File: src/design/tlsm_pkg.sv
// Package for the track lifecycle state machine.
// Holds item and configuration types, state and action codes, reset values.
// No dependencies.
`timescale 1ns / 1ps

package tlsm_pkg;

  // Configuration port geometry
  localparam int CFG_IDX_W  = 3;
  localparam int CFG_DATA_W = 24;

  // Configuration register indexes
  localparam logic [CFG_IDX_W-1:0] CFG_MIN_DETECT         = 3'd0;
  localparam logic [CFG_IDX_W-1:0] CFG_NORMAL_LOST_LIMIT  = 3'd1;
  localparam logic [CFG_IDX_W-1:0] CFG_OUTPOST_LOST_LIMIT = 3'd2;
  localparam logic [CFG_IDX_W-1:0] CFG_SWITCH_LOST_LIMIT  = 3'd3;
  localparam logic [CFG_IDX_W-1:0] CFG_MAX_GAP            = 3'd4;
  localparam logic [CFG_IDX_W-1:0] CFG_OMNI_MODE          = 3'd5;

  // Configuration reset values
  localparam logic [7:0]  MIN_DETECT_RST         = 8'd3;
  localparam logic [7:0]  NORMAL_LOST_LIMIT_RST  = 8'd15;
  localparam logic [7:0]  OUTPOST_LOST_LIMIT_RST = 8'd75;
  localparam logic [7:0]  SWITCH_LOST_LIMIT_RST  = 8'd200;
  localparam logic [23:0] MAX_GAP_RST            = 24'd100000;

  // Track states
  localparam logic [2:0] ST_LOST      = 3'd0;
  localparam logic [2:0] ST_DETECTING = 3'd1;
  localparam logic [2:0] ST_TRACKING  = 3'd2;
  localparam logic [2:0] ST_TEMP_LOST = 3'd3;
  localparam logic [2:0] ST_SWITCHING = 3'd4;

  // Filter actions
  localparam logic [1:0] ACT_NONE      = 2'd0;
  localparam logic [1:0] ACT_INIT_MAIN = 2'd1;
  localparam logic [1:0] ACT_INIT_EXP  = 2'd2;
  localparam logic [1:0] ACT_PREDICT   = 2'd3;

  // Priority value used at reset
  localparam logic [2:0] PRIO_RST = 3'd5;

  typedef struct packed {
    logic [47:0] frame_time;
    logic        cand_found;
    logic [2:0]  cand_priority;
    logic        cand_outpost;
    logic        associated;
    logic        omni_found;
    logic [2:0]  omni_priority;
    logic        omni_outpost;
    logic        expected_seen;
    logic        converged;
    logic        diverged;
    logic        poor_quality;
  } tlsm_frame_t;

  typedef struct packed {
    logic       accepted;
    logic [2:0] track_state;
    logic       target_valid;
    logic [1:0] filter_action;
    logic       switch_request;
  } tlsm_result_t;

  typedef struct packed {
    logic [7:0]  min_detect;
    logic [7:0]  normal_lost_limit;
    logic [7:0]  outpost_lost_limit;
    logic [7:0]  switch_lost_limit;
    logic [23:0] max_gap;
    logic        omni_mode;
  } tlsm_cfg_t;

  // Increment that sticks at 255
  function automatic logic [7:0] sat_inc(input logic [7:0] v);
    return (v == 8'hFF) ? v : v + 8'd1;
  endfunction

endpackage

File: src/design/tlsm_if.sv
// Valid/ready channel interfaces for frame items and result items.
// Depends on tlsm_pkg.
`timescale 1ns / 1ps

interface tlsm_frame_if;
  import tlsm_pkg::*;
  logic        valid;
  logic        ready;
  tlsm_frame_t payload;
  modport source (output valid, output payload, input ready);
  modport sink   (input valid, input payload, output ready);
endinterface

interface tlsm_result_if;
  import tlsm_pkg::*;
  logic         valid;
  logic         ready;
  tlsm_result_t payload;
  modport source (output valid, output payload, input ready);
  modport sink   (input valid, input payload, output ready);
endinterface

File: src/design/track_lifecycle_state_machine.sv
// Track lifecycle state machine: top level with input and result registers.
// A frame item enters on the frame channel, its result leaves on the result channel.
// Configuration goes through a plain write port: cfg_we, cfg_index, cfg_data.
// Register index order: min_detect, normal_lost_limit, outpost_lost_limit,
// switch_lost_limit, max_gap, omni_mode.
// Every frame item gives exactly one result item; a frame whose time is not
// newer than the last accepted one comes back with accepted low and no change.
// An accepted item is held in the input register and then moves into the
// result register, from which it shows on the result channel.
// Throughput: one item per cycle while the receiver takes results; the whole
// state update is one pass of logic between the input and result registers.
// Reset (rst, synchronous) clears the track to lost, loads the configuration
// defaults and empties both registers.
// When the receiver stalls, the result register holds and the input register
// still takes one more item; further items wait until the result is taken.
// Depends on tlsm_pkg, tlsm_if, tlsm_cfg_regs and tlsm_core.
`timescale 1ns / 1ps

module track_lifecycle_state_machine
  import tlsm_pkg::*;
(
  input  logic                  clk,
  input  logic                  rst,
  tlsm_frame_if.sink            frame,
  tlsm_result_if.source         result,
  input  logic                  cfg_we,
  input  logic [CFG_IDX_W-1:0]  cfg_index,
  input  logic [CFG_DATA_W-1:0] cfg_data
);

  tlsm_cfg_t    cfg;
  logic         frame_v;
  tlsm_frame_t  frame_q;
  logic         res_v;
  tlsm_result_t res_q;
  tlsm_result_t core_res;
  logic         advance;

  tlsm_cfg_regs u_cfg (
    .clk       (clk),
    .rst       (rst),
    .cfg_we    (cfg_we),
    .cfg_index (cfg_index),
    .cfg_data  (cfg_data),
    .cfg       (cfg)
  );

  // Move the held item into the result register when there is room
  assign advance     = frame_v && (!res_v || result.ready);
  assign frame.ready = !frame_v || advance;

  tlsm_core u_core (
    .clk  (clk),
    .rst  (rst),
    .cfg  (cfg),
    .fire (advance),
    .item (frame_q),
    .res  (core_res)
  );

  // Input register
  always_ff @(posedge clk) begin
    if (rst) begin
      frame_v <= 1'b0;
    end else if (frame.valid && frame.ready) begin
      frame_v <= 1'b1;
    end else if (advance) begin
      frame_v <= 1'b0;
    end
  end

  always_ff @(posedge clk) begin
    if (frame.valid && frame.ready) frame_q <= frame.payload;
  end

  // Result register
  always_ff @(posedge clk) begin
    if (rst) begin
      res_v <= 1'b0;
    end else if (advance) begin
      res_v <= 1'b1;
    end else if (result.ready) begin
      res_v <= 1'b0;
    end
  end

  always_ff @(posedge clk) begin
    if (advance) res_q <= core_res;
  end

  assign result.valid   = res_v;
  assign result.payload = res_q;

endmodule

File: src/design/tlsm_cfg_regs.sv
// Configuration register file for the track state machine.
// Depends on tlsm_pkg.
`timescale 1ns / 1ps

module tlsm_cfg_regs
  import tlsm_pkg::*;
(
  input  logic                  clk,
  input  logic                  rst,
  input  logic                  cfg_we,
  input  logic [CFG_IDX_W-1:0]  cfg_index,
  input  logic [CFG_DATA_W-1:0] cfg_data,
  output tlsm_cfg_t             cfg
);

  // Write one register per enabled cycle; unknown indexes are dropped
  always_ff @(posedge clk) begin
    if (rst) begin
      cfg.min_detect         <= MIN_DETECT_RST;
      cfg.normal_lost_limit  <= NORMAL_LOST_LIMIT_RST;
      cfg.outpost_lost_limit <= OUTPOST_LOST_LIMIT_RST;
      cfg.switch_lost_limit  <= SWITCH_LOST_LIMIT_RST;
      cfg.max_gap            <= MAX_GAP_RST;
      cfg.omni_mode          <= 1'b0;
    end else if (cfg_we) begin
      case (cfg_index)
        CFG_MIN_DETECT:         cfg.min_detect         <= cfg_data[7:0];
        CFG_NORMAL_LOST_LIMIT:  cfg.normal_lost_limit  <= cfg_data[7:0];
        CFG_OUTPOST_LOST_LIMIT: cfg.outpost_lost_limit <= cfg_data[7:0];
        CFG_SWITCH_LOST_LIMIT:  cfg.switch_lost_limit  <= cfg_data[7:0];
        CFG_MAX_GAP:            cfg.max_gap            <= cfg_data;
        CFG_OMNI_MODE:          cfg.omni_mode          <= cfg_data[0];
        default: ;
      endcase
    end
  end

endmodule

File: src/design/tlsm_core.sv
// Track state registers and the single-pass next-state logic for one frame.
// Depends on tlsm_pkg.
`timescale 1ns / 1ps

module tlsm_core
  import tlsm_pkg::*;
(
  input  logic         clk,
  input  logic         rst,
  input  tlsm_cfg_t    cfg,
  input  logic         fire,
  input  tlsm_frame_t  item,
  output tlsm_result_t res
);

  // Track state
  logic [2:0]  mode_state;
  logic [7:0]  detect_counter;
  logic [7:0]  lost_counter;
  logic [47:0] last_time;
  logic        time_seen;
  logic [2:0]  target_priority;
  logic        target_is_outpost;
  logic [2:0]  pending_priority;
  logic        pending_outpost;

  logic [2:0]  mode_state_next;
  logic [7:0]  detect_counter_next;
  logic [7:0]  lost_counter_next;
  logic        time_seen_next;
  logic [2:0]  target_priority_next;
  logic        target_is_outpost_next;
  logic [2:0]  pending_priority_next;
  logic        pending_outpost_next;

  // Intermediate values
  logic        stale;
  logic [47:0] gap;
  logic [2:0]  st_gap;
  logic [2:0]  st_adv;
  logic [1:0]  action;
  logic        sw;
  logic        found;
  logic [7:0]  det_inc;
  logic [7:0]  lost_inc;
  logic [7:0]  limit;

  assign stale = time_seen && (item.frame_time <= last_time);
  assign gap   = item.frame_time - last_time;

  always_comb begin
    mode_state_next        = mode_state;
    detect_counter_next    = detect_counter;
    lost_counter_next      = lost_counter;
    time_seen_next         = time_seen;
    target_priority_next   = target_priority;
    target_is_outpost_next = target_is_outpost;
    pending_priority_next  = pending_priority;
    pending_outpost_next   = pending_outpost;
    action                 = ACT_NONE;
    sw                     = 1'b0;
    found                  = 1'b0;
    st_gap                 = mode_state;
    st_adv                 = mode_state;
    det_inc                = 8'd0;
    lost_inc               = 8'd0;
    limit                  = 8'd0;

    if (!stale) begin
      time_seen_next = 1'b1;

      // Drop a live track across a long time gap
      if (mode_state != ST_LOST && gap > {24'd0, cfg.max_gap}) begin
        st_gap = ST_LOST;
      end
      st_adv = st_gap;

      // Choose the filter action for this frame
      if (st_gap == ST_LOST) begin
        if (item.cand_found) begin
          action = ACT_INIT_MAIN;
          found  = 1'b1;
        end
      end else if (cfg.omni_mode && st_gap == ST_TRACKING && item.cand_found &&
                   item.cand_priority < target_priority) begin
        st_adv = ST_LOST;
        action = ACT_INIT_MAIN;
        found  = 1'b1;
      end else if (cfg.omni_mode && st_gap == ST_TRACKING && item.omni_found &&
                   item.omni_priority < target_priority && item.converged) begin
        st_adv                = ST_SWITCHING;
        lost_counter_next     = 8'd0;
        detect_counter_next   = 8'd0;
        pending_priority_next = item.omni_priority;
        pending_outpost_next  = item.omni_outpost;
        sw                    = 1'b1;
      end else if (cfg.omni_mode && st_gap == ST_SWITCHING) begin
        if (item.expected_seen) begin
          action = ACT_INIT_EXP;
          found  = 1'b1;
        end
      end else begin
        action = ACT_PREDICT;
        found  = item.associated;
      end

      // Latch the target identity on a filter init
      if (action == ACT_INIT_MAIN) begin
        target_priority_next   = item.cand_priority;
        target_is_outpost_next = item.cand_outpost;
      end else if (action == ACT_INIT_EXP) begin
        target_priority_next   = pending_priority;
        target_is_outpost_next = pending_outpost;
      end

      det_inc  = sat_inc(detect_counter_next);
      lost_inc = sat_inc(lost_counter_next);
      limit    = target_is_outpost_next ? cfg.outpost_lost_limit
                                        : cfg.normal_lost_limit;
      mode_state_next = st_adv;

      // Advance the lifecycle
      case (st_adv)
        ST_LOST: begin
          if (found) begin
            detect_counter_next = 8'd1;
            lost_counter_next   = 8'd0;
            mode_state_next     = (cfg.min_detect <= 8'd1) ? ST_TRACKING : ST_DETECTING;
          end
        end
        ST_DETECTING: begin
          if (found) begin
            detect_counter_next = det_inc;
            if (det_inc >= cfg.min_detect) mode_state_next = ST_TRACKING;
          end else begin
            detect_counter_next = 8'd0;
            mode_state_next     = ST_LOST;
          end
        end
        ST_TRACKING: begin
          if (!found) begin
            lost_counter_next = 8'd1;
            mode_state_next   = ST_TEMP_LOST;
          end
        end
        ST_SWITCHING: begin
          if (found) begin
            detect_counter_next = 8'd1;
            lost_counter_next   = 8'd0;
            mode_state_next     = (cfg.min_detect <= 8'd1) ? ST_TRACKING : ST_DETECTING;
          end else begin
            lost_counter_next = lost_inc;
            if (lost_inc > cfg.switch_lost_limit) mode_state_next = ST_LOST;
          end
        end
        ST_TEMP_LOST: begin
          if (found) begin
            lost_counter_next = 8'd0;
            mode_state_next   = ST_TRACKING;
          end else begin
            lost_counter_next = lost_inc;
            if (lost_inc > limit) mode_state_next = ST_LOST;
          end
        end
        default: mode_state_next = ST_LOST;
      endcase

      // Filter health drops the track; poor quality is ignored while switching in omni mode
      if (item.diverged) mode_state_next = ST_LOST;
      if (item.poor_quality && !(cfg.omni_mode && mode_state_next == ST_SWITCHING)) begin
        mode_state_next = ST_LOST;
      end
    end
  end

  // Result for this frame
  always_comb begin
    res.accepted       = !stale;
    res.track_state    = mode_state_next;
    res.target_valid   = !stale && (mode_state_next != ST_LOST);
    res.filter_action  = action;
    res.switch_request = sw;
  end

  // Commit the state on each processed item
  always_ff @(posedge clk) begin
    if (rst) begin
      mode_state        <= ST_LOST;
      detect_counter    <= 8'd0;
      lost_counter      <= 8'd0;
      last_time         <= 48'd0;
      time_seen         <= 1'b0;
      target_priority   <= PRIO_RST;
      target_is_outpost <= 1'b0;
      pending_priority  <= PRIO_RST;
      pending_outpost   <= 1'b0;
    end else if (fire) begin
      mode_state        <= mode_state_next;
      detect_counter    <= detect_counter_next;
      lost_counter      <= lost_counter_next;
      time_seen         <= time_seen_next;
      target_priority   <= target_priority_next;
      target_is_outpost <= target_is_outpost_next;
      pending_priority  <= pending_priority_next;
      pending_outpost   <= pending_outpost_next;
      if (!stale) last_time <= item.frame_time;
    end
  end

endmodule

File: src/flat_wrapper.sv
// flat-port wrapper written by rule: the top's interface ports become plain ports
module track_lifecycle_state_machine_flat import tlsm_pkg::*;
  (clk, rst, cfg_we, cfg_index, cfg_data, frame_valid, frame_payload, frame_ready, result_valid, result_payload, result_ready);
  tlsm_frame_if frame_i ();
  tlsm_result_if result_i ();
  input  logic clk;
  input  logic rst;
  input  logic cfg_we;
  input  logic [CFG_IDX_W-1:0] cfg_index;
  input  logic [CFG_DATA_W-1:0] cfg_data;
  input wire logic [$bits(frame_i.valid)-1:0] frame_valid;
  input wire logic [$bits(frame_i.payload)-1:0] frame_payload;
  output wire logic [$bits(frame_i.ready)-1:0] frame_ready;
  output wire logic [$bits(result_i.valid)-1:0] result_valid;
  output wire logic [$bits(result_i.payload)-1:0] result_payload;
  input wire logic [$bits(result_i.ready)-1:0] result_ready;
  assign frame_i.valid = frame_valid;
  assign frame_i.payload = frame_payload;
  assign frame_ready = frame_i.ready;
  assign result_valid = result_i.valid;
  assign result_payload = result_i.payload;
  assign result_i.ready = result_ready;
  track_lifecycle_state_machine u_core (.clk(clk), .rst(rst), .frame(frame_i), .result(result_i), .cfg_we(cfg_we), .cfg_index(cfg_index), .cfg_data(cfg_data));
endmodule
File: config.mk
export PLATFORM = sky130hd
export DESIGN_NAME = track_lifecycle_state_machine_flat
export DESIGN_NICKNAME = d
export VERILOG_FILES = /design/src/design/tlsm_pkg.sv /design/src/design/tlsm_if.sv /design/src/design/track_lifecycle_state_machine.sv /design/src/design/tlsm_cfg_regs.sv /design/src/design/tlsm_core.sv /design/src/flat_wrapper.sv
export SDC_FILE = /design/constraint.sdc
export NUM_CORES = 1
export LEC_CHECK = 0
export ABC_CLOCK_PERIOD_IN_PS = 13500
export BUFFER_PORTS_ARGS = -buffer_cell sky130_fd_sc_hd__buf_2
export CORE_ASPECT_RATIO = 0.7
export CORE_UTILIZATION = 55
export CTS_BUF_LIST = sky130_fd_sc_hd__clkbuf_8
export DETAILED_ROUTE_END_ITERATION = 8
export HOLD_SLACK_MARGIN = 0.12
export PLACE_DENSITY = 0.85
export SLEW_MARGIN = 20
export SYNTH_ARGS = -nofsm -noshare
export SYNTH_HDL_FRONTEND = slang
export SYNTH_HIERARCHICAL = 1
export SYNTH_SLANG_ARGS = --single-unit
File: constraint.sdc
create_clock -name clk -period 13.5 [get_ports clk]
set_clock_uncertainty 0.05 [all_clocks]
set_input_delay 2.7 -clock clk [delete_from_list [all_inputs] [get_ports clk]]
set_output_delay 2.7 -clock clk [all_outputs]
set_load 0.01 [all_outputs]
==> impl_metrics.prom <==
# TYPE chip_impl_metric gauge
chip_impl_info{name="worstHoldStart",value="u_core/u_core/last_time[30]$_SDFFE_PP0P_"} 1
chip_impl_metric{name="synth.avg_cell_area",unit="um2"} 8.497
chip_impl_metric{name="grt_antenna_before_repair",unit=""} 0
chip_impl_metric{name="routabilityCongestion",unit=""} 0.9818
chip_impl_info{name="r2r-start",value="u_core/frame_q[15]$_DFFE_PP_"} 1
chip_impl_info{name="hold_path_end",value="u_core/u_core/last_time[30]$_SDFFE_PP0P_"} 1
chip_impl_metric{name="timing.final.max_slew_violations",unit=""} 0
chip_impl_info{name="criticalPathCategory",value="reg2reg"} 1
chip_impl_metric{name="worstPathRequired",unit="ps"} 13730
chip_impl_metric{name="fillerInstances",unit=""} 2090
chip_impl_metric{name="cts_buffers",unit=""} 34
chip_impl_metric{name="ir_drop",unit="uV"} 91.26
chip_impl_metric{name="cts.hold.buffers_added",unit=""} 0
chip_impl_metric{name="drt_first_pass_iters",unit=""} 6
chip_impl_metric{name="floorplan.rows",unit=""} 47
chip_impl_metric{name="synth_top_area_frac",unit=""} 0.2004
chip_impl_info{name="tritoncts",value="built"} 1
chip_impl_metric{name="routed-via-count",unit=""} 12120
chip_impl_metric{name="signed_area_change_from_the_synthesized_netlist_to_the_final_layout",unit="%"} 9.882
chip_impl_info{name="crit_path_start",value="u_core/frame_q[15]$_DFFE_PP_"} 1
chip_impl_metric{name="leakage",unit="nW"} 5.856
chip_impl_metric{name="netlist_instances",unit=""} 1587
chip_impl_metric{name="synth_seq_cells",unit=""} 206
chip_impl_metric{name="grt_overflow",unit=""} 0
chip_impl_metric{name="drt-vias-per-instance",unit=""} 6.055
chip_impl_metric{name="h-tree-depth",unit=""} 2
chip_impl_metric{name="clock-sinks",unit=""} 206
chip_impl_info{name="hold_class",value="reg2reg"} 1
chip_impl_metric{name="grt_pass1_vias",unit=""} 11420
chip_impl_info{name="critical-path-slowest-cell",value="sky130_fd_sc_hd__a2111oi_0"} 1
chip_impl_info{name="synth_ff_type",value="sky130_fd_sc_hd__dfxtp_1"} 1
chip_impl_metric{name="worst_case_hold_slack",unit="ps"} 403.4
chip_impl_metric{name="design.core.area",unit="um2"} 23880
chip_impl_metric{name="groute.usage.overall",unit=""} 0.3015
chip_impl_metric{name="nets",unit=""} 1856
chip_impl_metric{name="clockBufferDepth",unit=""} 3
chip_impl_info{name="clock-root-buffer",value="sky130_fd_sc_hd__clkbuf_8"} 1
chip_impl_metric{name="initial_util",unit=""} 0.5648
chip_impl_metric{name="boundary_pin_count",unit=""} 105
chip_impl_metric{name="clock_insertion_delay_worst_skew",unit="ps"} 560
chip_impl_metric{name="worst_reg_to_reg_path_cell_count",unit=""} 41
chip_impl_metric{name="netlist_area",unit="um2"} 13480
chip_impl_metric{name="place_hpwl",unit="um"} 27990
chip_impl_metric{name="totalWireLength",unit="um"} 37680
chip_impl_metric{name="wp_data_arrival",unit="ps"} 9940
chip_impl_metric{name="finalSetupViolations",unit=""} 0
chip_impl_metric{name="setup-tns-final",unit="ps"} 0
chip_impl_metric{name="grt_pass1_wl",unit="um"} 60310
chip_impl_info{name="critical_path.top_delay_family",value="compound AO/OA/AOI/OAI gates"} 1
chip_impl_metric{name="cap_violations",unit=""} 0
chip_impl_metric{name="powerDensity",unit="nW/um2"} 107.2
chip_impl_info{name="outcome",value="complete, no violations"} 1
chip_impl_metric{name="numPortBuffers",unit=""} 104
chip_impl_metric{name="post-cts-setup-buffers",unit=""} 0
chip_impl_info{name="kind_of_capture_point_of_the_worst_setup_path",value="register"} 1
chip_impl_metric{name="number_of_enable_type_register_cells_in_the_synthesized_netlist",unit=""} 71
chip_impl_info{name="synthTopCellsByArea",value="sky130_fd_sc_hd__dfxtp_1 20%, sky130_fd_sc_hd__edfxtp_1 16%, sky130_fd_sc_hd__ha_1 9.5%, sky130_fd_sc_hd__mux2i_1 5.6%, sky130_fd_sc_hd__nand2_1 5.4%"} 1
chip_impl_metric{name="timing.final.hold_violations",unit=""} 0
chip_impl_metric{name="drt_first_iter_violations",unit=""} 1139
chip_impl_metric{name="timing.slew.headroom",unit=""} 0.2729
chip_impl_metric{name="post-route-period-util",unit=""} 0.7193
chip_impl_info{name="rsz0062_at_grt",value="no"} 1
chip_impl_metric{name="yosys_warnings",unit=""} 6
chip_impl_metric{name="drtAntennaViolNets",unit=""} 0
chip_impl_info{name="synth_most_common_cell",value="sky130_fd_sc_hd__nand2_1"} 1
chip_impl_metric{name="crit_path_max_incr_delay",unit="ps"} 650
chip_impl_metric{name="critical_path.n_buffers_inverters",unit=""} 2
chip_impl_metric{name="timing.reg2reg.setup_slack",unit="ps"} 3790
chip_impl_metric{name="syn_nets",unit=""} 1785
chip_impl_metric{name="die-height",unit="um"} 133
chip_impl_metric{name="fraction_of_registers_with_async_set_reset",unit=""} 0
chip_impl_info{name="critical-path-top-cell-by-count",value="sky130_fd_sc_hd__a21o_1"} 1
chip_impl_metric{name="drc_errors",unit=""} 0
chip_impl_metric{name="path_max_fanout",unit=""} 13
chip_impl_metric{name="grt_max_degree",unit=""} 115
chip_impl_metric{name="timing_worst_slew_pin_value",unit="ps"} 1081
chip_impl_info{name="synth.top_cells.by_count",value="195 x sky130_fd_sc_hd__nand2_1, 144 x sky130_fd_sc_hd__a21oi_1, 135 x sky130_fd_sc_hd__dfxtp_1, 120 x sky130_fd_sc_hd__inv_1, 119 x sky130_fd_sc_hd__nor2_1"} 1
chip_impl_metric{name="die-width",unit="um"} 189.1
chip_impl_metric{name="final_period_minus_worst_setup_slack",unit="ps"} 9711
chip_impl_metric{name="dieArea",unit="um2"} 25160
chip_impl_metric{name="ys_types",unit=""} 101
chip_impl_metric{name="clkTransAtPathRegs",unit="ps"} 70
chip_impl_metric{name="wl_per_cell",unit="um"} 18.83
chip_impl_metric{name="synth_seq_area_share",unit=""} 0.3585
chip_impl_metric{name="holdPathStages",unit=""} 2
chip_impl_metric{name="highest_clock_frequency_the_design_can_meet",unit="GHz"} 0.1030
chip_impl_metric{name="drive_gt1_frac",unit=""} 0.1182
chip_impl_info{name="startpoint_type",value="register"} 1
chip_impl_info{name="yosys.area.top_type",value="sky130_fd_sc_hd__dfxtp_1"} 1
chip_impl_info{name="r2r_end",value="u_core/result.payload[3]$_DFFE_PP_"} 1
chip_impl_metric{name="cts_resized",unit=""} 0
chip_impl_metric{name="num_antenna_cells",unit=""} 0
metrics by stage:
step | cells | setup slack [ps] | util | total power, W | area [um2]
after floorplan | 1587 | 6022 | - | 0.0009311 | 13480
after global placement | 1940 | 4389 | 0.5920 | 0.001021 | 14130
after detailed placement | 1940 | 4124 | 0.5920 | 0.001028 | 14130
after CTS | 2001 | 4049 | 0.6206 | 0.001592 | 14820
after global routing | 2001 | 3225 | 0.6206 | 0.001664 | 14820
final | 2001 | 3789 | 0.6206 | 0.001588 | 14820
worst register-to-register path, delay by kind of cell (launching register included):
| family | cells | cell delay [ps] |
|---|---|---|
| AO/OA/AOI/OAI | 19 | 4300 |
| AND/OR/NAND/NOR | 13 | 2770 |
| adder cells (fa/ha/maj) | 5 | 1400 |
| flip-flops | 1 | 390 |
| XOR/XNOR | 2 | 390 |
| buffers and inverters | 2 | 140 |
flip-flops by register name, indices dropped and copies added, names as in the netlist:
name,count
u_core/frame_q,63
u_core/frame_v,1
u_core/result.payload,8
u_core/result.valid,1
u_core/u_cfg/cfg,57
u_core/u_core/detect_counter,8
u_core/u_core/last_time,48
u_core/u_core/lost_counter,8
u_core/u_core/mode_state,3
u_core/u_core/pending_outpost,1
u_core/u_core/pending_priority,3
u_core/u_core/target_is_outpost,1
u_core/u_core/target_priority,3
u_core/u_core/time_seen,1
per-layer routing:
metal  vias up  global-route usage  share of wire
met5         -                   0              0
met4         0             0.08647          0.022
met3        71             0.07321           0.10
met2       584              0.4105           0.39
met1      5615              0.4632           0.48
li1       5846                   -              -
how the worst max path moves through the flow:
stage	depth (start not counted)	slack [ps]	endpoint
detailed placement	41	4120	u_core/result.payload[3]$_DFFE_PP_
global placement	41	4390	u_core/result.payload[3]$_DFFE_PP_
CTS	41	4050	u_core/result.payload[3]$_DFFE_PP_
global route	41	3220	u_core/result.payload[3]$_DFFE_PP_
floorplan	36	6020	u_core/u_core/mode_state[0]$_SDFFE_PP0P_
finish	41	3790	u_core/result.payload[3]$_DFFE_PP_
cell usage in the layout, fill, tap and decap left out, types with 13 or more instances in the layout:
cell type / n
sky130_fd_sc_hd__nand2_1: 194
sky130_fd_sc_hd__a21oi_1: 144
sky130_fd_sc_hd__dfxtp_1: 135
sky130_fd_sc_hd__inv_1: 131
sky130_fd_sc_hd__nor2_1: 119
sky130_fd_sc_hd__buf_2: 103
sky130_fd_sc_hd__ha_1: 102
sky130_fd_sc_hd__mux2i_1: 76
sky130_fd_sc_hd__nand2b_1: 74
sky130_fd_sc_hd__edfxtp_1: 71
sky130_fd_sc_hd__o21ai_0: 61
sky130_fd_sc_hd__clkbuf_8: 41
sky130_fd_sc_hd__nand4_1: 40
sky130_fd_sc_hd__nor3_1: 29
sky130_fd_sc_hd__nand3_1: 28
sky130_fd_sc_hd__a21o_1: 28
sky130_fd_sc_hd__xnor2_1: 23
sky130_fd_sc_hd__nor4_1: 13
sky130_fd_sc_hd__a211oi_1: 13
sky130_fd_sc_hd__xor2_1: 13
final cells by class:
| class | instances | area [um2] | share of cell area |
|---|---|---|---|
| repair buffers | 110 | 568.0 | 0.03834 |
| flip-flops and latches | 206 | 4835 | 0.3263 |
| clock buffers | 41 | 564.3 | 0.03808 |
| well taps | 318 | 397.9 | 0.02685 |
| clock inverters | 20 | 118.9 | 0.008022 |
| multi-input cells | 1186 | 7883 | 0.5320 |
| inverters | 120 | 450.4 | 0.03040 |
report_power, final:
| part | internal (W) | switching [W] |
|---|---|---|
| combinational | 0.000126 | 0.000215 |
| sequential | 0.000669 | 0.0000144 |
| clock | 0.000297 | 0.000267 |
| total | 0.00109 | 0.000496 |
logic make-up (layout without fill, tap and decap cells):
kind of cell / Yosys count / count (layout) / share of synthesized area
multiplexers: 78 / 78 / 0.05809
flip-flops: 206 / 206 / 0.3585
XOR/XNOR: 36 / 36 / 0.02338
AND/OR/NAND/NOR: 573 / 573 / 0.2144
adder cells (fa/ha/maj): 103 / 103 / 0.09613
AO/OA/AOI/OAI: 396 / 396 / 0.1918
buffers and inverters: 195 / 291 / 0.05762
No activity file was read; power rests on OpenSTA's default activity.
